--- config.mk ---
export PLATFORM = sky130hd
export DESIGN_NAME = byte_stuffing_deframer_core_flat
export DESIGN_NICKNAME = d
export VERILOG_FILES = /design/src/hdl/bsd_pkg.sv /design/src/hdl/bsd_rx_if.sv /design/src/hdl/bsd_res_if.sv /design/src/hdl/bsd_in_stage.sv /design/src/hdl/bsd_decode.sv /design/src/hdl/bsd_out_stage.sv /design/src/hdl/byte_stuffing_deframer_core.sv /design/src/flat_wrapper.sv
export SDC_FILE = /design/constraint.sdc
export NUM_CORES = 1
export LEC_CHECK = 0
export BUFFER_PORTS_ARGS = -buffer_cell sky130_fd_sc_hd__buf_2
export CAP_MARGIN = 20
export CORE_MARGIN = 5
export CORE_UTILIZATION = 59
export CTS_BUF_LIST = sky130_fd_sc_hd__clkbuf_2 sky130_fd_sc_hd__clkbuf_4 sky130_fd_sc_hd__clkbuf_8
export CTS_CLUSTER_DIAMETER = 60
export CTS_CLUSTER_SIZE = 30
export DETAILED_ROUTE_END_ITERATION = 12
export PLACE_DENSITY = 0.86
export SYNTH_ARGS = -nofsm -noshare
export SYNTH_HDL_FRONTEND = slang
export SYNTH_SLANG_ARGS = --single-unit
--- constraint.sdc ---
create_clock -name i_clk -period 7.3 [get_ports i_clk]
set_clock_uncertainty 0.1 [all_clocks]
set_input_delay 1.46 -clock i_clk [delete_from_list [all_inputs] [get_ports i_clk]]
set_output_delay 1.46 -clock i_clk [all_outputs]
set_load 0.01 [all_outputs]
--- src/hdl/bsd_pkg.sv ---
package bsd_pkg;

    typedef logic [7:0] t_byte;

    // framing and escape codes
    localparam t_byte FLAG_START = 8'hFE;
    localparam t_byte FLAG_END   = 8'hEF;
    localparam t_byte ESC_BYTE   = 8'hFD;
    localparam t_byte ESC_FE     = 8'h01;
    localparam t_byte ESC_FD     = 8'h00;
    localparam t_byte ESC_EF     = 8'hF2;

    // deframer phase
    typedef enum logic [1:0] {
        PH_HUNT = 2'd0,
        PH_DATA = 2'd1,
        PH_ESC  = 2'd2,
        PH_SKIP = 2'd3
    } t_phase;

    // frame status codes
    typedef enum logic [1:0] {
        ST_NONE   = 2'd0,
        ST_OK     = 2'd1,
        ST_BADESC = 2'd2,
        ST_NOEND  = 2'd3
    } t_status;

    // one received byte with its buffer end mark
    typedef struct packed {
        t_byte rx_byte;
        logic  buffer_end;
    } t_rx_item;

    // one result item plus a flag telling whether it exists
    typedef struct packed {
        logic    present;
        t_byte   out_byte;
        logic    byte_valid;
        t_status frame_status;
    } t_result;

endpackage

--- src/hdl/bsd_rx_if.sv ---
interface bsd_rx_if;
    logic          valid;
    logic          ready;
    bsd_pkg::t_byte rx_byte;
    logic          buffer_end;

    modport source (output valid, output rx_byte, output buffer_end, input ready);
    modport sink   (input valid, input rx_byte, input buffer_end, output ready);
endinterface

--- src/hdl/bsd_res_if.sv ---
interface bsd_res_if;
    logic           valid;
    logic           ready;
    bsd_pkg::t_byte out_byte;
    logic           byte_valid;
    logic [1:0]     frame_status;

    modport source (output valid, output out_byte, output byte_valid, output frame_status,
                    input ready);
    modport sink   (input valid, input out_byte, input byte_valid, input frame_status,
                    output ready);
endinterface

--- src/hdl/bsd_in_stage.sv ---
module bsd_in_stage (
    input  logic              i_clk,
    input  logic              i_rst_n,
    bsd_rx_if.sink            i_rx,
    input  logic              i_advance,
    output logic              o_valid,
    output bsd_pkg::t_rx_item o_item
);

    logic              r_valid;
    bsd_pkg::t_rx_item r_item;
    logic              n_valid;
    logic              take;

    // accept while empty or while the held byte moves on
    assign i_rx.ready = !r_valid || i_advance;
    assign take       = i_rx.valid && i_rx.ready;

    always_comb begin
        n_valid = r_valid;
        if (take) begin
            n_valid = 1'b1;
        end else if (i_advance) begin
            n_valid = 1'b0;
        end
    end

    // valid flag
    always_ff @(posedge i_clk) begin
        if (!i_rst_n) begin
            r_valid <= 1'b0;
        end else begin
            r_valid <= n_valid;
        end
    end

    // payload
    always_ff @(posedge i_clk) begin
        if (take) begin
            r_item.rx_byte    <= i_rx.rx_byte;
            r_item.buffer_end <= i_rx.buffer_end;
        end
    end

    assign o_valid = r_valid;
    assign o_item  = r_item;

endmodule

--- src/hdl/bsd_decode.sv ---
module bsd_decode (
    input  logic              i_clk,
    input  logic              i_rst_n,
    input  logic              i_fire,
    input  bsd_pkg::t_rx_item i_item,
    output bsd_pkg::t_result  o_result
);

    bsd_pkg::t_phase  r_phase;
    bsd_pkg::t_phase  n_phase;
    bsd_pkg::t_byte   ob;
    logic             ob_valid;
    bsd_pkg::t_status st;
    logic             last;
    bsd_pkg::t_byte   b;

    assign b    = i_item.rx_byte;
    assign last = i_item.buffer_end;

    // phase register
    always_ff @(posedge i_clk) begin
        if (!i_rst_n) begin
            r_phase <= bsd_pkg::PH_HUNT;
        end else if (i_fire) begin
            r_phase <= n_phase;
        end
    end

    // next phase and result for the byte held in the input stage
    always_comb begin
        n_phase  = r_phase;
        ob       = '0;
        ob_valid = 1'b0;
        st       = bsd_pkg::ST_NONE;
        case (r_phase)
            bsd_pkg::PH_HUNT: begin
                if (b == bsd_pkg::FLAG_START) begin
                    n_phase = bsd_pkg::PH_DATA;
                end
                if (last) begin
                    st = bsd_pkg::ST_NOEND;
                end
            end
            bsd_pkg::PH_DATA: begin
                if (b == bsd_pkg::FLAG_END) begin
                    st      = bsd_pkg::ST_OK;
                    n_phase = bsd_pkg::PH_SKIP;
                end else if (b == bsd_pkg::ESC_BYTE) begin
                    n_phase = bsd_pkg::PH_ESC;
                    if (last) begin
                        st = bsd_pkg::ST_NOEND;
                    end
                end else begin
                    ob       = b;
                    ob_valid = 1'b1;
                    if (last) begin
                        st = bsd_pkg::ST_NOEND;
                    end
                end
            end
            bsd_pkg::PH_ESC: begin
                n_phase = bsd_pkg::PH_DATA;
                case (b)
                    bsd_pkg::ESC_FE: begin
                        ob       = bsd_pkg::FLAG_START;
                        ob_valid = 1'b1;
                    end
                    bsd_pkg::ESC_FD: begin
                        ob       = bsd_pkg::ESC_BYTE;
                        ob_valid = 1'b1;
                    end
                    bsd_pkg::ESC_EF: begin
                        ob       = bsd_pkg::FLAG_END;
                        ob_valid = 1'b1;
                    end
                    default: begin
                        st      = bsd_pkg::ST_BADESC;
                        n_phase = bsd_pkg::PH_SKIP;
                    end
                endcase
                if (last && ob_valid) begin
                    st = bsd_pkg::ST_NOEND;
                end
            end
            default: begin
                n_phase = bsd_pkg::PH_SKIP;
            end
        endcase
        // every buffer end goes back to hunting
        if (last) begin
            n_phase = bsd_pkg::PH_HUNT;
        end
    end

    assign o_result.present      = ob_valid || (st != bsd_pkg::ST_NONE);
    assign o_result.out_byte     = ob;
    assign o_result.byte_valid   = ob_valid;
    assign o_result.frame_status = st;

endmodule

--- src/hdl/bsd_out_stage.sv ---
module bsd_out_stage (
    input  logic             i_clk,
    input  logic             i_rst_n,
    input  logic             i_fire,
    input  bsd_pkg::t_result i_result,
    output logic             o_can_load,
    bsd_res_if.source        o_res
);

    logic             r_valid;
    bsd_pkg::t_result r_result;
    logic             n_valid;
    logic             load;

    // the register frees up in the same cycle its result is taken
    assign o_can_load = !r_valid || o_res.ready;
    assign load       = i_fire && i_result.present;

    always_comb begin
        n_valid = r_valid;
        if (load) begin
            n_valid = 1'b1;
        end else if (o_res.ready) begin
            n_valid = 1'b0;
        end
    end

    // valid flag
    always_ff @(posedge i_clk) begin
        if (!i_rst_n) begin
            r_valid <= 1'b0;
        end else begin
            r_valid <= n_valid;
        end
    end

    // result payload
    always_ff @(posedge i_clk) begin
        if (load) begin
            r_result <= i_result;
        end
    end

    assign o_res.valid        = r_valid;
    assign o_res.out_byte     = r_result.out_byte;
    assign o_res.byte_valid   = r_result.byte_valid;
    assign o_res.frame_status = r_result.frame_status;

endmodule

--- src/hdl/byte_stuffing_deframer_core.sv ---
// Byte-stuffing deframer.
// i_rx carries one received byte per transfer together with a buffer end mark.
// Bytes are dropped until the start flag, then unstuffed payload bytes flow
// out on o_res until the end flag; escape pairs are decoded on the way.
// o_res carries at most one result per received byte: a payload byte, a
// frame status (ok, bad escape, buffer ended without end flag), or both.
// Bytes that yield nothing (escape bytes and hunted bytes that do not end
// a buffer, skipped bytes) are consumed without any transfer on o_res.
// A taken byte passes two register stages, the input register and then the
// result register, before its result shows on o_res.
// Throughput: one byte per cycle while o_res is not stalled.
// Reset clears both stage valids and returns the phase to hunting.
// When the receiver stalls, the result register holds; one more byte is
// taken into the input register, after which i_rx.ready drops until the
// result is taken.
module byte_stuffing_deframer_core (
    input  logic      i_clk,
    input  logic      i_rst_n,
    bsd_rx_if.sink    i_rx,
    bsd_res_if.source o_res
);

    logic              in_valid;
    bsd_pkg::t_rx_item in_item;
    bsd_pkg::t_result  result;
    logic              can_load;
    logic              fire;

    // the held byte is processed once the result register can take it
    assign fire = in_valid && can_load;

    bsd_in_stage u_in (
        .i_clk     (i_clk),
        .i_rst_n   (i_rst_n),
        .i_rx      (i_rx),
        .i_advance (fire),
        .o_valid   (in_valid),
        .o_item    (in_item)
    );

    bsd_decode u_dec (
        .i_clk    (i_clk),
        .i_rst_n  (i_rst_n),
        .i_fire   (fire),
        .i_item   (in_item),
        .o_result (result)
    );

    bsd_out_stage u_out (
        .i_clk      (i_clk),
        .i_rst_n    (i_rst_n),
        .i_fire     (fire),
        .i_result   (result),
        .o_can_load (can_load),
        .o_res      (o_res)
    );

endmodule

--- src/flat_wrapper.sv ---
// flat-port wrapper written by rule: the top's interface ports become plain ports
module byte_stuffing_deframer_core_flat 
  (i_clk, i_rst_n, i_rx_valid, i_rx_rx_byte, i_rx_buffer_end, i_rx_ready, o_res_valid, o_res_out_byte, o_res_byte_valid, o_res_frame_status, o_res_ready);
  bsd_rx_if i_rx_i ();
  bsd_res_if o_res_i ();
  input  logic i_clk;
  input  logic i_rst_n;
  input wire logic [$bits(i_rx_i.valid)-1:0] i_rx_valid;
  input wire logic [$bits(i_rx_i.rx_byte)-1:0] i_rx_rx_byte;
  input wire logic [$bits(i_rx_i.buffer_end)-1:0] i_rx_buffer_end;
  output wire logic [$bits(i_rx_i.ready)-1:0] i_rx_ready;
  output wire logic [$bits(o_res_i.valid)-1:0] o_res_valid;
  output wire logic [$bits(o_res_i.out_byte)-1:0] o_res_out_byte;
  output wire logic [$bits(o_res_i.byte_valid)-1:0] o_res_byte_valid;
  output wire logic [$bits(o_res_i.frame_status)-1:0] o_res_frame_status;
  input wire logic [$bits(o_res_i.ready)-1:0] o_res_ready;
  assign i_rx_i.valid = i_rx_valid;
  assign i_rx_i.rx_byte = i_rx_rx_byte;
  assign i_rx_i.buffer_end = i_rx_buffer_end;
  assign i_rx_ready = i_rx_i.ready;
  assign o_res_valid = o_res_i.valid;
  assign o_res_out_byte = o_res_i.out_byte;
  assign o_res_byte_valid = o_res_i.byte_valid;
  assign o_res_frame_status = o_res_i.frame_status;
  assign o_res_i.ready = o_res_ready;
  byte_stuffing_deframer_core u_core (.i_clk(i_clk), .i_rst_n(i_rst_n), .i_rx(i_rx_i), .o_res(o_res_i));
endmodule
==> results.json, run 1 <==
{
  "outcome": "finished, final reports clean",
  "start_util": 0.610,
  "postCtsHoldBufs": 0,
  "yosysUniqueCellTypes": 33,
  "gr-total-overflow": 0,
  "synthAdderAreaFrac": 0.0423,
  "grt_max_degree": 14,
  "preCtsSetupSlack_ps": 3780,
  "min_delay_path_depth": 2,
  "avgViaCountPerCell": 5.61,
  "numCtsBuffers": 3,
  "nets": 151,
  "switchingPower_mw": 0.0548,
  "synth_area_um2": 1180,
  "hold_path_startpoint": "u_core.u_dec.r_phase[1]",
  "r2r_setup_slack_ps": 4220,
  "post_cts_buffers": 0,
  "grt_pass1_vias": 777,
  "synth-seq-cells": 24,
  "hold_path_class": "register to register",
  "ys_warn_count": 0,
  "crit_type": "input pin to output port",
  "die-area_um2": 3000,
  "drv_slew": 0,
  "netlist_instances": 104,
  "r2r_cells": 6,
  "synth_mux_area_frac": 0.00846,
  "hpwlAfterDp_um": 1620,
  "cts-htree-levels": 1,
  "min_period_over_period": 0.483,
  "ctsResizeCount": 0,
  "r2r_end": "u_core.u_out.o_res.out_byte[6]",
  "yosys.area_share.simple": 0.193,
  "synth_top_family_by_area": "simple AND/OR/NAND/NOR gates",
  "synthXorXnorAreaFrac": 0.00740,
  "min_to": "u_core.u_dec.r_phase[1]",
  "synth_compound_area_frac": 0.145,
  "syn_avg_cell_area_um2": 11.4,
  "crit_top_cell": "buf_2",
  "end_kind": "output port",
  "grt_util_all_layers": 0.163,
  "worstPathArrival_ps": 1970,
  "num_vias": 898,
  "synth_edf_count": 20,
  "core_area_um2": 1940,
  "drive_gt1_frac": 0.256,
  "clk_latency_ps": 310,
  "combPwrFrac": 0.091,
  "power_density_nw_per_um2": 174,
  "fin_ws_ps": 3770,
  "num_io_pins": 26,
  "clock_sinks": 24,
  "path_cells": "buf_2 -> nor2b_1 -> nand2_1 -> buf_2",
  "antenna_found_initial": 0,
  "synth_flop_cell": "edfxtp_1",
  "ys_async_sr_fraction": 0,
  "startpoint_type": "input pin",
  "worst_slew_pin_slew_ps": 1010,
  "antenna_left": 0,
  "layout.cells.non_filler": 160,
  "grt_use_met1": 0.204,
  "place_inst": 156,
  "cts_root_buffer": "clkbuf_4",
  "synth_fp_nets": 121,
  "hold-worst-slack_ps": 430,
  "grt_busiest_layer": "met2",
  "hold_viol": 0,
  "vdd_drop_max_v": 0.000151,
  "drv_cap": 0,
  "ys_seq_area_frac": 0.575,
  "slowest_delay_ps": 160,
  "dieWidth_um": 54.8,
  "tritoncts": "yes",
  "grt_pass1_wl_um": 3430,
  "use_met2": 0.262,
  "grtUsageMet3": 0.0354,
  "path_clk_slew_ps": 120,
  "timing.rr.start": "u_core.u_dec.r_phase[0]",
  "max_clock_freq_ghz": 0.284,
  "switching_share": 0.230,
  "n_antenna_cell": 0,
  "clockBufferDepth": 2,
  "rows": 16,
  "setup_viol": 0,
  "die_y_um": 54.8,
  "place.gp.congestion": 0.909,
  "clockPowerShare": 0.240,
  "first_pass_iters": 5,
  "intPower_mw": 0.184,
  "drt_iter0_markers": 36,
  "wl_um": 2130,
  "cp.required_ps": 5740,
  "critical-path-slowest-cell": "nor2b_1",
  "fin_setup_tns_ps": 0,
  "grt_setup_unrepaired": "false",
  "post_drt_wl_per_cell_um": 13.3,
  "cellLeakagePower_nw": 0.526,
  "finalCriticalPeriod_ps": 3530,
  "worstPathMaxFanout": 3,
  "drc": 0,
  "syn_to_final_growth_pct": 15.6,
  "portBuffers": 25,
  "seqPwrFrac": 0.668,
  "maxSlewHeadroom": 0.321
}
[critical path: cells and delay by family]
kind | cells | cell delay (ps)
buffers and inverters | 2 | 250
AND/OR/NAND/NOR | 2 | 250
[layout by cell type (no fill, tap or decap), types with 2 or more instances in the layout]
cell / Yosys / layout
buf_2: 0 / 25
edfxtp_1: 20 / 20
nor2_1: 14 / 14
inv_1: 8 / 8
nor2b_1: 6 / 6
nand2_1: 6 / 6
nor3_1: 4 / 4
ha_1: 4 / 4
dfxtp_1: 4 / 4
a21oi_1: 3 / 3
or4_1: 3 / 3
clkbuf_4: 0 / 3
and2_1: 2 / 2
nand2b_1: 2 / 2
nand4_2: 2 / 2
o21ai_1: 2 / 2
nand3_1: 2 / 2
a31oi_1: 2 / 2
a22oi_1: 2 / 2
o21ai_0: 2 / 2
o311ai_2: 2 / 2
[kinds of logic (layout without fill, tap and decap cells)]
family	count (synthesis)	count (layout)
simple gates	43	43
flops	24	24
buf+inv	9	38
xor+xnor	1	1
compound gates	22	22
mux	1	1
fa+ha+maj	4	4
[cell type report]
| type | count | area [µm²] |
|---|---|---|
| Timing Repair Buffer | 25 | 125 |
| Fill cell | 152 | 573 |
| Clock inverter | 1 | 3.75 |
| Clock buffer | 3 | 22.5 |
| Tap cell | 27 | 33.8 |
| Sequential cell | 24 | 681 |
| Inverter | 9 | 33.8 |
| Multi-Input combinational cell | 71 | 469 |
[per-layer routing]
layer,wire length (µm),vias up
met4,48,0
met3,185,7
met1,867,405
met5,0,-
li1,-,445
met2,1020,41
[power by group through the flow]
stage / logic [mW] / clock network (mW) / registers (mW)
6_report: 0.0218 / 0.0574 / 0.160
5_1_grt: 0.0245 / 0.0640 / 0.160
4_1_cts: 0.0219 / 0.0578 / 0.159
3_5_place_dp: 0.0217 / 0 / 0.162
3_3_place_gp: 0.0210 / 0 / 0.162
2_1_floorplan: 0.0131 / 0 / 0.162
[per-stage QoR]
stage | area (µm²) | utilization | power (mW)
after floorplan | 1180 | - | 0.176
after global placement | 1340 | 0.691 | 0.183
after CTS | 1370 | 0.705 | 0.239
after detailed placement | 1340 | 0.691 | 0.184
after global routing | 1370 | 0.705 | 0.249
final | 1370 | 0.705 | 0.239
[state kept, by name, summed over array words and instances, names as in the netlist]
name	cells
u_core.u_dec.r_phase	2
u_core.u_in.o_item	9
u_core.u_in.o_valid	1
u_core.u_out.o_res.byte_valid	1
u_core.u_out.o_res.frame_status	2
u_core.u_out.o_res.out_byte	8
u_core.u_out.o_res.valid	1
[synthesized netlist by cell type, types with 3 or more instances]
library cell / number / area share
nor2_1: 14 / 0.044
nor3_1: 4 / 0.017
ha_1: 4 / 0.042
or4_1: 3 / 0.019
nor2b_1: 6 / 0.032
nand2_1: 6 / 0.019
edfxtp_1: 20 / 0.51
a21oi_1: 3 / 0.013
dfxtp_1: 4 / 0.068
inv_1: 8 / 0.025
[worst max-delay path by stage]
stage	cells past startpoint	from	end
3_5_place_dp	4	o_res_ready	i_rx_ready
5_1_grt	4	o_res_ready	i_rx_ready
3_3_place_gp	4	o_res_ready	i_rx_ready
2_1_floorplan	2	o_res_ready	i_rx_ready
6_report	4	o_res_ready	i_rx_ready
4_1_cts	4	o_res_ready	i_rx_ready
No activity file was read; power rests on OpenSTA's default activity.
==> inputs of run 2 (changes only) <==
- CORE_UTILIZATION: 59 -> 55
- PLACE_DENSITY: 0.86 -> 0.81
- clock period: 7.3 -> 3.37 ns (I/O delays scaled with it)
==> run 2 against run 1 <==
Worst setup slack lost 2800 ps. Core utilization shrank 0.43 points. Hold slack lost 19 ps. Critical path depth grew 3. Routed wire length grew 9.0%. Power grew to 2.5 times the previous value. Design area grew 2.5%. Sequential share of layout area shrank 1.2 points. Critical endpoint is now u_core.u_out.o_res.frame_status[0]. Largest power group unchanged.
==> results.json, run 2 (same netlist as run 1, synthesis figures left out) <==
{
  "syn_to_final_growth_pct": 18.5,
  "layout.cells.non_filler": 161,
  "drive_gt1_frac": 0.269,
  "cts_root_buffer": "clkbuf_4",
  "antenna_found_initial": 0,
  "design_area_um2": 1400,
  "timing.rr.start": "u_core.u_dec.r_phase[0]",
  "cts-htree-levels": 1,
  "grt_pass1_wl_um": 3870,
  "drv_slew": 0,
  "cp.required_ps": 3320,
  "crit_buf_inv": 2,
  "hold_path_class": "input pin to register",
  "grt_setup_unrepaired": "false",
  "dieWidth_um": 56.4,
  "power_density_nw_per_um2": 431,
  "critPathTopFamily": "compound AO/OA/AOI/OAI gates",
  "min_delay_path_depth": 1,
  "drv_cap": 0,
  "vdd_drop_max_v": 0.000359,
  "startpoint_type": "register",
  "min_to": "u_core.u_in.o_item[2]",
  "slowest_delay_ps": 360,
  "clockBufferDepth": 2,
  "r2r_setup_slack_ps": 930,
  "fin_util": 0.701,
  "n_antenna_cell": 0,
  "drt_iter0_markers": 15,
  "die_y_um": 56.4,
  "post_cts_buffers": 0,
  "die-area_um2": 3180,
  "maxSlewHeadroom": 0.653,
  "path_cells": "inv_1 -> ha_1 -> nor3b_1 -> a21boi_2 -> o21ai_1 -> a31oi_1 -> buf_4",
  "rows": 16,
  "path_clk_slew_ps": 130,
  "outcome": "finished, final reports clean",
  "hold_viol": 0,
  "hpwlAfterDp_um": 1810,
  "num_vias": 897,
  "drc": 0,
  "min_period_over_period": 0.725,
  "layout_commonest_cell": "buf_2",
  "core_area_um2": 2000,
  "crit_type": "register to register",
  "end_kind": "register",
  "num_io_pins": 26,
  "place.gp.congestion": 0.914,
  "setup_viol": 0,
  "worstPathMaxFanout": 11,
  "multi_input_area_um2": 469,
  "avgViaCountPerCell": 5.57,
  "worst_slew_pin_slew_ps": 518,
  "numCtsBuffers": 3,
  "finalPower_mw": 0.605,
  "gr-total-overflow": 0,
  "post_drt_wl_per_cell_um": 14.4,
  "place_inst": 157,
  "postCtsHoldBufs": 0,
  "max_clock_freq_ghz": 0.409,
  "r2r_cells": 7,
  "hold_path_startpoint": "i_rx_rx_byte[1]",
  "start_util": 0.591,
  "critical-path-slowest-cell": "dfxtp_1",
  "worstPathArrival_ps": 2390,
  "fin_setup_tns_ps": 0,
  "dpl-instance-area_um2": 1350,
  "wl_um": 2320,
  "first_pass_iters": 4,
  "portBuffers": 25,
  "seq_area_um2": 681,
  "finalCriticalPeriod_ps": 2440,
  "nets": 152,
  "antenna_left": 0,
  "fillCellCount": 150,
  "grt_pass1_vias": 863,
  "grt_util_all_layers": 0.156,
  "layout_common_cells": "buf_2, edfxtp_1, nor2_1",
  "r2r_end": "u_core.u_out.o_res.frame_status[0]",
  "ctsResizeCount": 0,
  "cellLeakagePower_nw": 0.544,
  "largest_reg_flops": 9,
  "tritoncts": "yes",
  "clk_latency_ps": 330,
  "grt_max_degree": 15,
  "crit_cells": 7,
  "clock_sinks": 24
}
[run 2: changes by cell type in the layout (fill, tap and decap cells not counted)]
| cell | change |
|---|---|
| buf_4 | +1 |
| bufinv_16 | +1 |
| clkinv_1 | -1 |
[run 2: per-layer routing]
| metal | global-route usage | routed length [µm] |
|---|---|---|
| met4 | 0.0780 | 53 |
| met3 | 0.0298 | 179 |
| met2 | 0.275 | 1200 |
| met1 | 0.178 | 885 |
| met5 | 0 | 0 |
[run 2: report_power, final]
part / total [mW] / switching [mW] / internal [mW]
combinational: 0.0494 / 0.0277 / 0.0217
sequential: 0.346 / 0.0116 / 0.334
clock: 0.210 / 0.0891 / 0.120
[run 2: final cells by class]
type / instances / area share
sequential: 24 / 0.485
multi-input combinational: 71 / 0.335
timing repair buffer: 26 / 0.0946
inverter: 9 / 0.0241
tap: 27 / 0.0241
clock inverter: 1 / 0.0214
clock buffer: 3 / 0.0161
[run 2: stage by stage]
step	hold WS, ps	setup slack (ps)
6_report	410	926
5_1_grt	392	678
4_1_cts	412	938
3_5_place_dp	416	955
3_3_place_gp	376	1050
2_1_floorplan	364	748
[run 2: worst reg2reg max path, cell delays in order, from the launching register on]
cell and delay [ps]:
dfxtp_1 360, inv_1 100, ha_1 210, nor3b_1 360, a21boi_2 360, o21ai_1 260
a31oi_1 220, buf_4 210
[run 2: worst max path at each step]
stage,end,start
after floorplan,u_core.u_out.o_res.byte_valid,u_core.u_dec.r_phase[0]
after global routing,u_core.u_out.o_res.out_byte[0],u_core.u_dec.r_phase[0]
final,u_core.u_out.o_res.frame_status[0],u_core.u_dec.r_phase[0]
after detailed placement,u_core.u_out.o_res.frame_status[0],u_core.u_dec.r_phase[0]
after CTS,u_core.u_out.o_res.out_byte[0],u_core.u_dec.r_phase[0]
after global placement,u_core.u_out.o_res.out_byte[6],u_core.u_dec.r_phase[0]
